## src/hdl/pjf_pkg.sv

```systemverilog
package pjf_pkg;

    // Field widths fixed by the item formats.
    localparam int CH_W    = 4;
    localparam int RAW_W   = 10;
    localparam int LEVEL_W = 7;
    localparam int CNT_W   = 8;
    localparam int CC_W    = 7;

    // Scaling ratio: level = floor(raw * SCALE_NUM / SCALE_DEN).
    localparam int SCALE_NUM = 127;
    localparam int SCALE_DEN = 1023;
    localparam int PROD_W    = RAW_W + LEVEL_W;

    // Register file.
    localparam int APB_ADDR_W = 3;
    localparam int APB_DATA_W = 32;

    localparam logic [CC_W-1:0]  BASE_CONTROLLER_RST = 7'd70;
    localparam logic [CNT_W-1:0] BOUNCE_LIMIT_RST    = 8'd4;
    localparam logic [CNT_W-1:0] CNT_MAX             = 8'd255;

    typedef enum logic {
        REG_BASE_CONTROLLER = 1'b0,
        REG_BOUNCE_LIMIT    = 1'b1
    } t_reg_idx;

    typedef struct packed {
        logic [CH_W-1:0]  channel_index;
        logic [RAW_W-1:0] raw_sample;
    } t_in_item;

    typedef struct packed {
        logic [CC_W-1:0]    controller_number;
        logic [LEVEL_W-1:0] controller_value;
    } t_out_item;

    typedef struct packed {
        logic [CC_W-1:0]  base_controller;
        logic [CNT_W-1:0] bounce_limit;
    } t_cfg;

    typedef struct packed {
        logic in_range;
        logic changed;
        logic emit;
    } t_filt_status;

    // raw * 127 / 1023 without a divider: 1/1023 ~ (1 + 1/1024) / 1024, which
    // never overshoots and is at most one short, so one compare fixes it.
    function automatic logic [LEVEL_W-1:0] scale_level(input logic [RAW_W-1:0] raw);
        logic [PROD_W-1:0]  prod;
        logic [PROD_W-1:0]  approx;
        logic [LEVEL_W-1:0] q0;
        logic [PROD_W-1:0]  rem;
        prod   = {raw, 7'b0} - PROD_W'(raw);
        approx = prod + PROD_W'(prod[PROD_W-1:10]);
        q0     = approx[PROD_W-1:10];
        rem    = prod - ({q0, 10'b0} - PROD_W'(q0));
        if (rem >= PROD_W'(SCALE_DEN)) begin
            return q0 + LEVEL_W'(1);
        end
        return q0;
    endfunction

endpackage

```

## src/hdl/pjf_cfg_regs.sv

```systemverilog
module pjf_cfg_regs
    import pjf_pkg::*;
(
    input  logic                  i_clk,
    input  logic                  i_rst_n,
    input  logic                  psel,
    input  logic                  penable,
    input  logic                  pwrite,
    input  logic [APB_ADDR_W-1:0] paddr,
    input  logic [APB_DATA_W-1:0] pwdata,
    output logic [APB_DATA_W-1:0] prdata,
    output logic                  pready,
    output t_cfg                  o_cfg
);

    t_cfg     r_cfg;
    t_reg_idx reg_idx;
    logic     wr_en;

    assign reg_idx = t_reg_idx'(paddr[2]);
    assign wr_en   = psel && penable && pwrite;
    assign pready  = 1'b1;
    assign o_cfg   = r_cfg;

    always_ff @(posedge i_clk) begin
        if (!i_rst_n) begin
            r_cfg.base_controller <= BASE_CONTROLLER_RST;
            r_cfg.bounce_limit    <= BOUNCE_LIMIT_RST;
        end else if (wr_en) begin
            unique case (reg_idx)
                REG_BASE_CONTROLLER: r_cfg.base_controller <= pwdata[CC_W-1:0];
                REG_BOUNCE_LIMIT:    r_cfg.bounce_limit    <= pwdata[CNT_W-1:0];
                default: ;
            endcase
        end
    end

    always_comb begin
        prdata = '0;
        unique case (reg_idx)
            REG_BASE_CONTROLLER: prdata = APB_DATA_W'(r_cfg.base_controller);
            REG_BOUNCE_LIMIT:    prdata = APB_DATA_W'(r_cfg.bounce_limit);
            default:             prdata = '0;
        endcase
    end

endmodule

```

## src/hdl/pjf_chan_filter.sv

```systemverilog
module pjf_chan_filter
    import pjf_pkg::*;
#(
    parameter int NUM_CHANNELS = 9
) (
    input  logic               i_clk,
    input  logic               i_rst_n,
    input  logic               i_valid,
    input  logic               i_advance,
    input  logic [CH_W-1:0]    i_channel,
    input  logic [LEVEL_W-1:0] i_level,
    input  logic [CNT_W-1:0]   i_limit,
    output t_filt_status       o_status
);

    // Only channels reachable through the index field need storage.
    localparam int DEPTH = (NUM_CHANNELS < (1 << CH_W)) ? NUM_CHANNELS : (1 << CH_W);
    localparam int IDX_W = (DEPTH > 1) ? $clog2(DEPTH) : 1;
    localparam logic [CH_W:0] DEPTH_LIM = (CH_W + 1)'(DEPTH);

    logic [LEVEL_W-1:0] r_last  [DEPTH];
    logic [LEVEL_W-1:0] r_older [DEPTH];
    logic [CNT_W-1:0]   r_count [DEPTH];

    logic [IDX_W-1:0]   idx;
    logic [LEVEL_W-1:0] last_lvl;
    logic [LEVEL_W-1:0] older_lvl;
    logic [CNT_W-1:0]   count;
    logic [CNT_W-1:0]   n_count;
    logic               wr_en;

    assign idx       = i_channel[IDX_W-1:0];
    assign last_lvl  = r_last[idx];
    assign older_lvl = r_older[idx];
    assign count     = r_count[idx];

    always_comb begin
        o_status.in_range = ({1'b0, i_channel} < DEPTH_LIM);
        o_status.changed  = (i_level != last_lvl);
        if (i_level == older_lvl) begin
            n_count = (count == CNT_MAX) ? CNT_MAX : count + CNT_W'(1);
        end else begin
            n_count = '0;
        end
        o_status.emit = i_valid && o_status.in_range && o_status.changed
                        && (n_count <= i_limit);
    end

    assign wr_en = i_valid && i_advance && o_status.in_range && o_status.changed;

    always_ff @(posedge i_clk) begin
        if (!i_rst_n) begin
            for (int k = 0; k < DEPTH; k++) begin
                r_last[k]  <= '0;
                r_older[k] <= '0;
                r_count[k] <= '0;
            end
        end else if (wr_en) begin
            r_last[idx]  <= i_level;
            r_older[idx] <= last_lvl;
            r_count[idx] <= n_count;
        end
    end

endmodule

```

## src/hdl/pot_jitter_filter_to_cc_unit.sv

```systemverilog
// Potentiometer jitter filter to control-change messages. Each input
// transaction carries a 10-bit converter sample and the potentiometer's
// channel index; the sample is scaled to 7 bits (raw * 127 / 1023) and
// compared with that channel's history. A value equal to the last one is
// dropped silently; a value that flips back to the one before counts as a
// bounce, and once a channel's bounce count exceeds bounce_limit it stops
// reporting until it moves somewhere new. Reported values leave as one
// output transaction holding base_controller + channel (mod 128) and the
// scaled level. Channel indices at or above NUM_CHANNELS are ignored.
// Throughput is one transaction per clock while the output is not stalled;
// each sample passes the input register and then the result register. The
// per-channel history is read and written in the same cycle from the input
// register, so consecutive samples of one channel need no forwarding. A stall
// on the output holds the input register, and with it the input side, until
// the result is taken.
// Registers: base_controller at byte address 0, bounce_limit at address 4.
module pot_jitter_filter_to_cc_unit
    import pjf_pkg::*;
#(
    parameter int NUM_CHANNELS = 9
) (
    input  logic                  i_clk,
    input  logic                  i_rst_n,

    input  logic                  i_in_valid,
    output logic                  o_in_ready,
    input  t_in_item              i_in_data,

    output logic                  o_out_valid,
    input  logic                  i_out_ready,
    output t_out_item             o_out_data,

    input  logic                  psel,
    input  logic                  penable,
    input  logic                  pwrite,
    input  logic [APB_ADDR_W-1:0] paddr,
    input  logic [APB_DATA_W-1:0] pwdata,
    output logic [APB_DATA_W-1:0] prdata,
    output logic                  pready
);

    t_cfg         cfg;
    t_filt_status status;

    // Input register
    logic         r_in_valid;
    t_in_item     r_in;
    // Result register
    logic         r_out_valid;
    t_out_item    r_out;

    logic               advance;
    logic [LEVEL_W-1:0] level;

    pjf_cfg_regs u_cfg_regs (
        .i_clk   (i_clk),
        .i_rst_n (i_rst_n),
        .psel    (psel),
        .penable (penable),
        .pwrite  (pwrite),
        .paddr   (paddr),
        .pwdata  (pwdata),
        .prdata  (prdata),
        .pready  (pready),
        .o_cfg   (cfg)
    );

    // Scale the held sample; a short constant multiply and one correction.
    assign level = scale_level(r_in.raw_sample);

    pjf_chan_filter #(
        .NUM_CHANNELS (NUM_CHANNELS)
    ) u_chan_filter (
        .i_clk     (i_clk),
        .i_rst_n   (i_rst_n),
        .i_valid   (r_in_valid),
        .i_advance (advance),
        .i_channel (r_in.channel_index),
        .i_level   (level),
        .i_limit   (cfg.bounce_limit),
        .o_status  (status)
    );

    // The held item moves on whenever the result register is free or
    // being emptied this cycle.
    assign advance    = !r_out_valid || i_out_ready;
    assign o_in_ready = !r_in_valid || advance;

    always_ff @(posedge i_clk) begin
        if (!i_rst_n) begin
            r_in_valid <= 1'b0;
        end else if (o_in_ready) begin
            r_in_valid <= i_in_valid;
        end
    end

    always_ff @(posedge i_clk) begin
        if (o_in_ready && i_in_valid) begin
            r_in <= i_in_data;
        end
    end

    always_ff @(posedge i_clk) begin
        if (!i_rst_n) begin
            r_out_valid <= 1'b0;
        end else if (advance) begin
            r_out_valid <= status.emit;
        end
    end

    always_ff @(posedge i_clk) begin
        if (advance && status.emit) begin
            r_out.controller_number <= cfg.base_controller
                                       + CC_W'(r_in.channel_index);
            r_out.controller_value  <= level;
        end
    end

    assign o_out_valid = r_out_valid;
    assign o_out_data  = r_out;

endmodule

```

## config.mk

```make
export PLATFORM = sky130hd
export DESIGN_NAME = pot_jitter_filter_to_cc_unit
export DESIGN_NICKNAME = d
export VERILOG_FILES = /design/src/hdl/pjf_pkg.sv /design/src/hdl/pjf_cfg_regs.sv /design/src/hdl/pjf_chan_filter.sv /design/src/hdl/pot_jitter_filter_to_cc_unit.sv
export SDC_FILE = /design/constraint.sdc
export NUM_CORES = 1
export LEC_CHECK = 0
export BUFFER_PORTS_ARGS = -buffer_cell sky130_fd_sc_hd__buf_2
export CAP_MARGIN = 20
export CORE_MARGIN = 8
export CORE_UTILIZATION = 35
export CTS_CLUSTER_DIAMETER = 80
export DETAILED_ROUTE_END_ITERATION = 10
export GPL_TIMING_DRIVEN = 0
export PLACE_DENSITY_LB_ADDON = 0.05
export SETUP_SLACK_MARGIN = 0.2
export SYNTH_ARGS = -nofsm -noshare
export SYNTH_HDL_FRONTEND = slang
export SYNTH_HIERARCHICAL = 1
export SYNTH_SLANG_ARGS = --single-unit
```

## constraint.sdc

```tcl
create_clock -name i_clk -period 33.4 [get_ports i_clk]
set_clock_uncertainty 0.1 [all_clocks]
set_input_delay 1.67 -clock i_clk [delete_from_list [all_inputs] [get_ports i_clk]]
set_output_delay 1.67 -clock i_clk [all_outputs]
set_load 0.02 [all_outputs]
```

==> reports/summary.txt, run 1 <==
io pins -> 105
routability cong. -> 0.808
dpl hpwl -> 35400 um
GR Overflow Total -> 0
final worst-path cycle share -> 38.7%
CTS Buf Count -> 47
CTS tree -> yes
Core Box Area -> 0.0548 mm^2
required time of the critical path -> 33.56 ns
fin worst setup slack -> 20.48 ns
global-route wire length before repair -> 76100 um
Post-route DRC -> 0
Syn-to-layout area delta -> 18.2%
die area -> 0.0627 mm^2
Root Driver -> clkbuf_16
relative slew slack -> 35.0%
Rows -> 86
Cell Area, Synth -> 0.0192 mm^2
wire per inst -> 21.2 um
# H-tree levels -> 2
crit path time final -> 12.92 ns
Worst Setup EP -> o_out_data[2]
ANT nets after route -> 0
vias in the first global route -> 11800
Via density -> 4.86
multi-input combinational cell area -> 0.00725 mm^2
Post-DP Area -> 0.0213 mm^2
total power -> 1.25 mW
nets -> 1740
post-CTS setup buffers -> 0
final design area excluding fillers -> 0.0227 mm^2
final setup TNS -> 0 ns
vias -> 11500
Worst path max stage delay -> 0.73 ns
Slowest cell on crit path -> nor4_4
Hold Path Class -> reg2reg
worst skew pair latency -> 0.58 ns
CP Max Fanout -> 10
dpl ws -> 20.32 ns
Worst Reg-to-Reg Cells -> 41
Synth Area per Inst -> 14.3 um^2
power density over the cells -> 55.2 mW/mm^2
clk sinks -> 397
DR pass1 iterations -> 6
Starting Density -> 35.1%
CP startpoint kind -> flip-flop
Post-Route WL -> 50300 um
die width -> 250 um
fmax -> 77.4 MHz
FF+latch area -> 0.0118 mm^2
reg-to-reg endpoint -> o_out_data[2]
Ys Warns -> 6
Reg clk slew, reported paths -> 0.06 ns
# fillers -> 5128
Die H -> 250 um
Leak -> 8.74 nW
non-filler cells, final -> 2375
final hold vios -> 0
post-cts resize count -> 0
crit path kind -> reg2reg
actual slew at the worst max-slew pin -> 0.973 ns
CTS hold repair buffers -> 0
Slew Viols, Final -> 0
Buffers on Ports -> 53
outcome -> finished clean
Max Cap Violations -> 0
RSZ-0062 raised after global routing -> false
gr usage total -> 16.1%
Crit. Startpoint -> r_in[2]
Synth Instances -> 1343
largest net degree at the start of global routing -> 23
Worst Path Arrival -> 13.08 ns
final setup violation count -> 0
Max rail drop VDD -> 0.0281 mV
placed insts -> 2288
initial antenna violation count -> 1
ratio of cells with drive above 1 in the final layout -> 21.2%
CTS Buffer Depth -> 3
R2R Setup Slk -> 20.48 ns
crit end category -> flip-flop
initial DRC count -> 676
launching point of the worst reg2reg path -> r_in[2]
-- placed cells by master (no fill, tap or decap), drive strengths merged, types with 11 or more instances in the layout --
master / count
mux2: 19
buf: 150
xnor2: 43
or3: 15
nor2b: 18
clkbuf: 67
nand2: 65
mux2i: 38
nor2: 226
edfxtp: 380
o21ai: 29
clkinv: 29
nand3: 11
inv: 70
dfxtp: 17
a21oi: 17
ha: 49
conb: 179
mux4: 92
a22oi: 14
-- worst min-delay path by stage --
stage	from	cells past startpoint	slack, ns	to
after global placement	u_cfg_regs/o_cfg[3]	2	0.36	u_cfg_regs/o_cfg[3]
after floorplan	u_cfg_regs/o_cfg[7]	2	0.34	u_cfg_regs/o_cfg[7]
after global routing	u_cfg_regs/o_cfg[7]	2	0.39	u_cfg_regs/o_cfg[7]
after CTS	u_cfg_regs/o_cfg[3]	2	0.38	u_cfg_regs/o_cfg[3]
after detailed placement	u_cfg_regs/o_cfg[3]	2	0.37	u_cfg_regs/o_cfg[3]
final	u_cfg_regs/o_cfg[7]	2	0.38	u_cfg_regs/o_cfg[7]
-- where the power goes --
| part | switching [mW] | internal [mW] | total (mW) |
|---|---|---|---|
| combinational | 0.109 | 0.0687 | 0.177 |
| sequential | 0.00881 | 0.581 | 0.590 |
| clock | 0.199 | 0.288 | 0.487 |
-- critical path: cells and delay by family, from the launching register on --
kind | cells | cell delay [ns]
muxes | 1 | 0.14
xor gates and xnor gates | 4 | 1.26
DFF | 1 | 0.48
and+or+nand+nor | 12 | 4.31
buffers and inverters | 5 | 1.28
adders and majority gates | 4 | 1.33
AOI/OAI and AO/OA | 15 | 3.70
-- flip-flops by register name (all words and copies together) (netlist names) --
register / cells
u_chan_filter/r_count: 128
u_chan_filter/r_last: 112
u_chan_filter/r_older: 112
u_cfg_regs/o_cfg: 15
o_out_data: 14
r_in: 14
o_out_valid: 1
r_in_valid: 1
-- per-layer routing --
layer	routed length (um)	track usage, %
met1	22800	21.7
met4	756	3.43
met2	24800	27.3
met3	1870	2.47
met5	0	0
-- area by class of cell --
type / count / area share [%]
Antenna cell: 1 / 0.0110
Buffer: 97 / 2.83
Clock buffer: 54 / 5.29
Clock inverter: 31 / 1.15
Inverter: 72 / 1.19
Multi-Input combinational cell: 953 / 31.9
Sequential cell: 397 / 51.7
Tap cell: 704 / 3.87
Timing Repair Buffer: 66 / 2.11
-- per-stage QoR --
step	hold slack (ns)	util, %
6_report	0.378	41.5
5_1_grt	0.392	41.5
4_1_cts	0.378	41.5
3_5_place_dp	0.370	38.8
3_3_place_gp	0.361	38.4
2_1_floorplan	0.343	-
Power figures use the tool's default switching activity.
==> inputs of run 2 (changes only) <==
- clock period: 33.4 -> 11.9 ns (I/O delays scaled with it)
==> reports/summary.txt, run 2 (synthesis results as in run 1) <==
Post-DP Area -> 0.0213 mm^2 (unchanged)
CP Max Fanout -> 10 (unchanged)
wire per inst -> 21.2 um (about the same)
worst skew pair latency -> 0.58 ns (about the same)
Slowest cell on crit path -> or4b_4
nets -> 1753 (+0.75%)
Rows -> 86 (unchanged)
WL met3 -> 1790 um (-4.3%)
initial DRC count -> 710 (+5.0%)
total power -> 3.54 mW (+180%)
CTS Buf Count -> 47 (unchanged)
Worst Reg-to-Reg Cells -> 46 (+12%)
ratio of cells with drive above 1 in the final layout -> 23.0% (+1.8 points)
final setup TNS -> 0 ns (unchanged)
actual slew at the worst max-slew pin -> 0.966 ns (-0.00669 ns)
most common cell after layout, fill and taps aside -> edfxtp_1
largest net degree at the start of global routing -> 23 (unchanged)
fin worst setup slack -> 0.928 ns (-19.55 ns)
Crit. Startpoint -> r_in[2]
Max Used Layer -> met4
die width -> 250 um (unchanged)
fmax -> 91.1 MHz (+18%)
io pins -> 105 (unchanged)
Starting Density -> 35.1% (unchanged)
Worst Path Arrival -> 11.14 ns (-1.94 ns)
crit path time final -> 10.97 ns (-1.95 ns)
Top cell by count, worst path -> o21ai_0
Post-route DRC -> 0 (unchanged)
Root Driver -> clkbuf_16
Reg clk slew, reported paths -> 0.06 ns (about the same)
vias -> 11600 (+0.50%)
vias in the first global route -> 11800 (+0.40%)
Worst path max stage delay -> 0.60 ns (-0.13 ns)
DR pass1 iterations -> 5 (-1)
Syn-to-layout area delta -> 19.3%
Post-Route WL -> 50600 um (+0.56%)
ANT nets after route -> 0 (unchanged)
final hold vios -> 0 (unchanged)
Slew Viols, Final -> 0 (unchanged)
final setup violation count -> 0 (unchanged)
Max Cap Violations -> 0 (unchanged)
required time of the critical path -> 12.07 ns (-21.49 ns)
gr usage total -> 16.2% (+0.070 points)
CTS Buffer Depth -> 3 (unchanged)
Worst Setup EP -> o_out_data[13]
die area -> 0.0627 mm^2 (unchanged)
max reg flops -> 128 (unchanged)
Die H -> 250 um (unchanged)
dpl hpwl -> 35400 um (unchanged)
dpl ws -> -1.18 ns (-21.50 ns)
crit end category -> flip-flop
RSZ-0062 raised after global routing -> false
global-route wire length before repair -> 76300 um (+0.34%)
final design area excluding fillers -> 0.0230 mm^2 (+0.95%)
Buffers on Ports -> 53 (unchanged)
Via density -> 4.86 (about the same)
Hold Path Class -> in2reg
Largest regs -> u_chan_filter/r_count: 128 flops, u_chan_filter/r_last: 112 flops, u_chan_filter/r_older: 112 flops
M1 wire length -> 23100 um (+1.0%)
commonest non-fill, non-tap cells in the layout -> 380 x edfxtp_1, 226 x nor2_1, 179 x conb_1
reg-to-reg endpoint -> o_out_data[13]
# H-tree levels -> 2 (unchanged)
routability cong. -> 0.808 (unchanged)
final worst-path cycle share -> 92.2% (+54 points)
CP startpoint kind -> flip-flop
GR Overflow Total -> 0 (unchanged)
clk sinks -> 397 (unchanged)
launching point of the worst reg2reg path -> r_in[2]
initial antenna violation count -> 1 (unchanged)
relative slew slack -> 35.6% (+0.60 points)
crit path kind -> reg2reg
Met2 Wirelength -> 25000 um (+0.68%)
Max rail drop VDD -> 0.0790 mV (+180%)
Core Box Area -> 0.0548 mm^2 (unchanged)
Top reg by flops -> u_chan_filter/r_count
power density over the cells -> 154 mW/mm^2 (+180%)
CTS tree -> yes
Leak -> 8.84 nW (+1.1%)
post-layout util -> 41.9% (+0.39 points)
outcome -> finished clean
R2R Setup Slk -> 0.93 ns (-19.55 ns)
-- run 2: cell types whose count changed in the layout (fill, tap and decap cells not counted), sizes merged --
| cell | previous run | this run |
|---|---|---|
| buf | 150 | 163 |
-- run 2: worst min path at each step --
stage | start | end | cells after the start
floorplan | u_cfg_regs/o_cfg[7] | u_cfg_regs/o_cfg[7] | 2
global placement | u_cfg_regs/o_cfg[3] | u_cfg_regs/o_cfg[3] | 2
detailed placement | u_cfg_regs/o_cfg[3] | u_cfg_regs/o_cfg[3] | 2
CTS | i_in_data[6] | r_in[6] | 1
global route | i_in_data[9] | r_in[9] | 1
finish | i_in_data[6] | r_in[6] | 1
-- run 2: area by class of cell --
class / count / area [um^2]
fill: 5124 / 31800
tap: 704 / 881
buffer: 97 / 651
inverter: 72 / 270
clock buffer: 54 / 1200
multi-input combinational: 953 / 7360
antenna: 1 / 2.50
clock inverter: 31 / 262
timing repair buffer: 79 / 578
sequential: 397 / 11800
-- run 2: worst max-delay path: cells and delay by family, from the launching register on --
kind / cells / cell delay [ns]
xor+xnor: 3 / 0.59
simple gates: 14 / 3.73
flops: 1 / 0.48
compound gates: 16 / 2.93
mux: 2 / 0.35
fa+ha+maj: 4 / 1.26
buf+inv: 7 / 1.23
-- run 2: stage by stage --
step	hold WS [ns]	cells
5_1_grt	0.0801	2388
3_5_place_dp	0.370	2288
6_report	0.113	2388
3_3_place_gp	0.361	2276
4_1_cts	0.0742	2383
2_1_floorplan	0.343	1519
-- run 2: what timing repair did --
action	CTS	global route
buffers inserted	10	4
setup endpoints to repair	114	90
hold buffers	0	0
gates resized for setup	13	16
pin swaps	4	1
-- run 2: power breakdown --
part / internal, mW / leakage (nW) / switching [mW] / total [mW]
Combinational: 0.201 / 4.15 / 0.310 / 0.511
Sequential: 1.63 / 3.97 / 0.0246 / 1.66
Clock: 0.808 / 0.719 / 0.562 / 1.37
-- run 2: routing by layer --
| layer | vias to the layer above | GRT usage (%) |
|---|---|---|
| met5 | - | 0 |
| met4 | 0 | 3.43 |
| met3 | 49 | 2.48 |
| met2 | 184 | 27.5 |
| met1 | 5930 | 21.8 |
| li1 | 5432 | - |
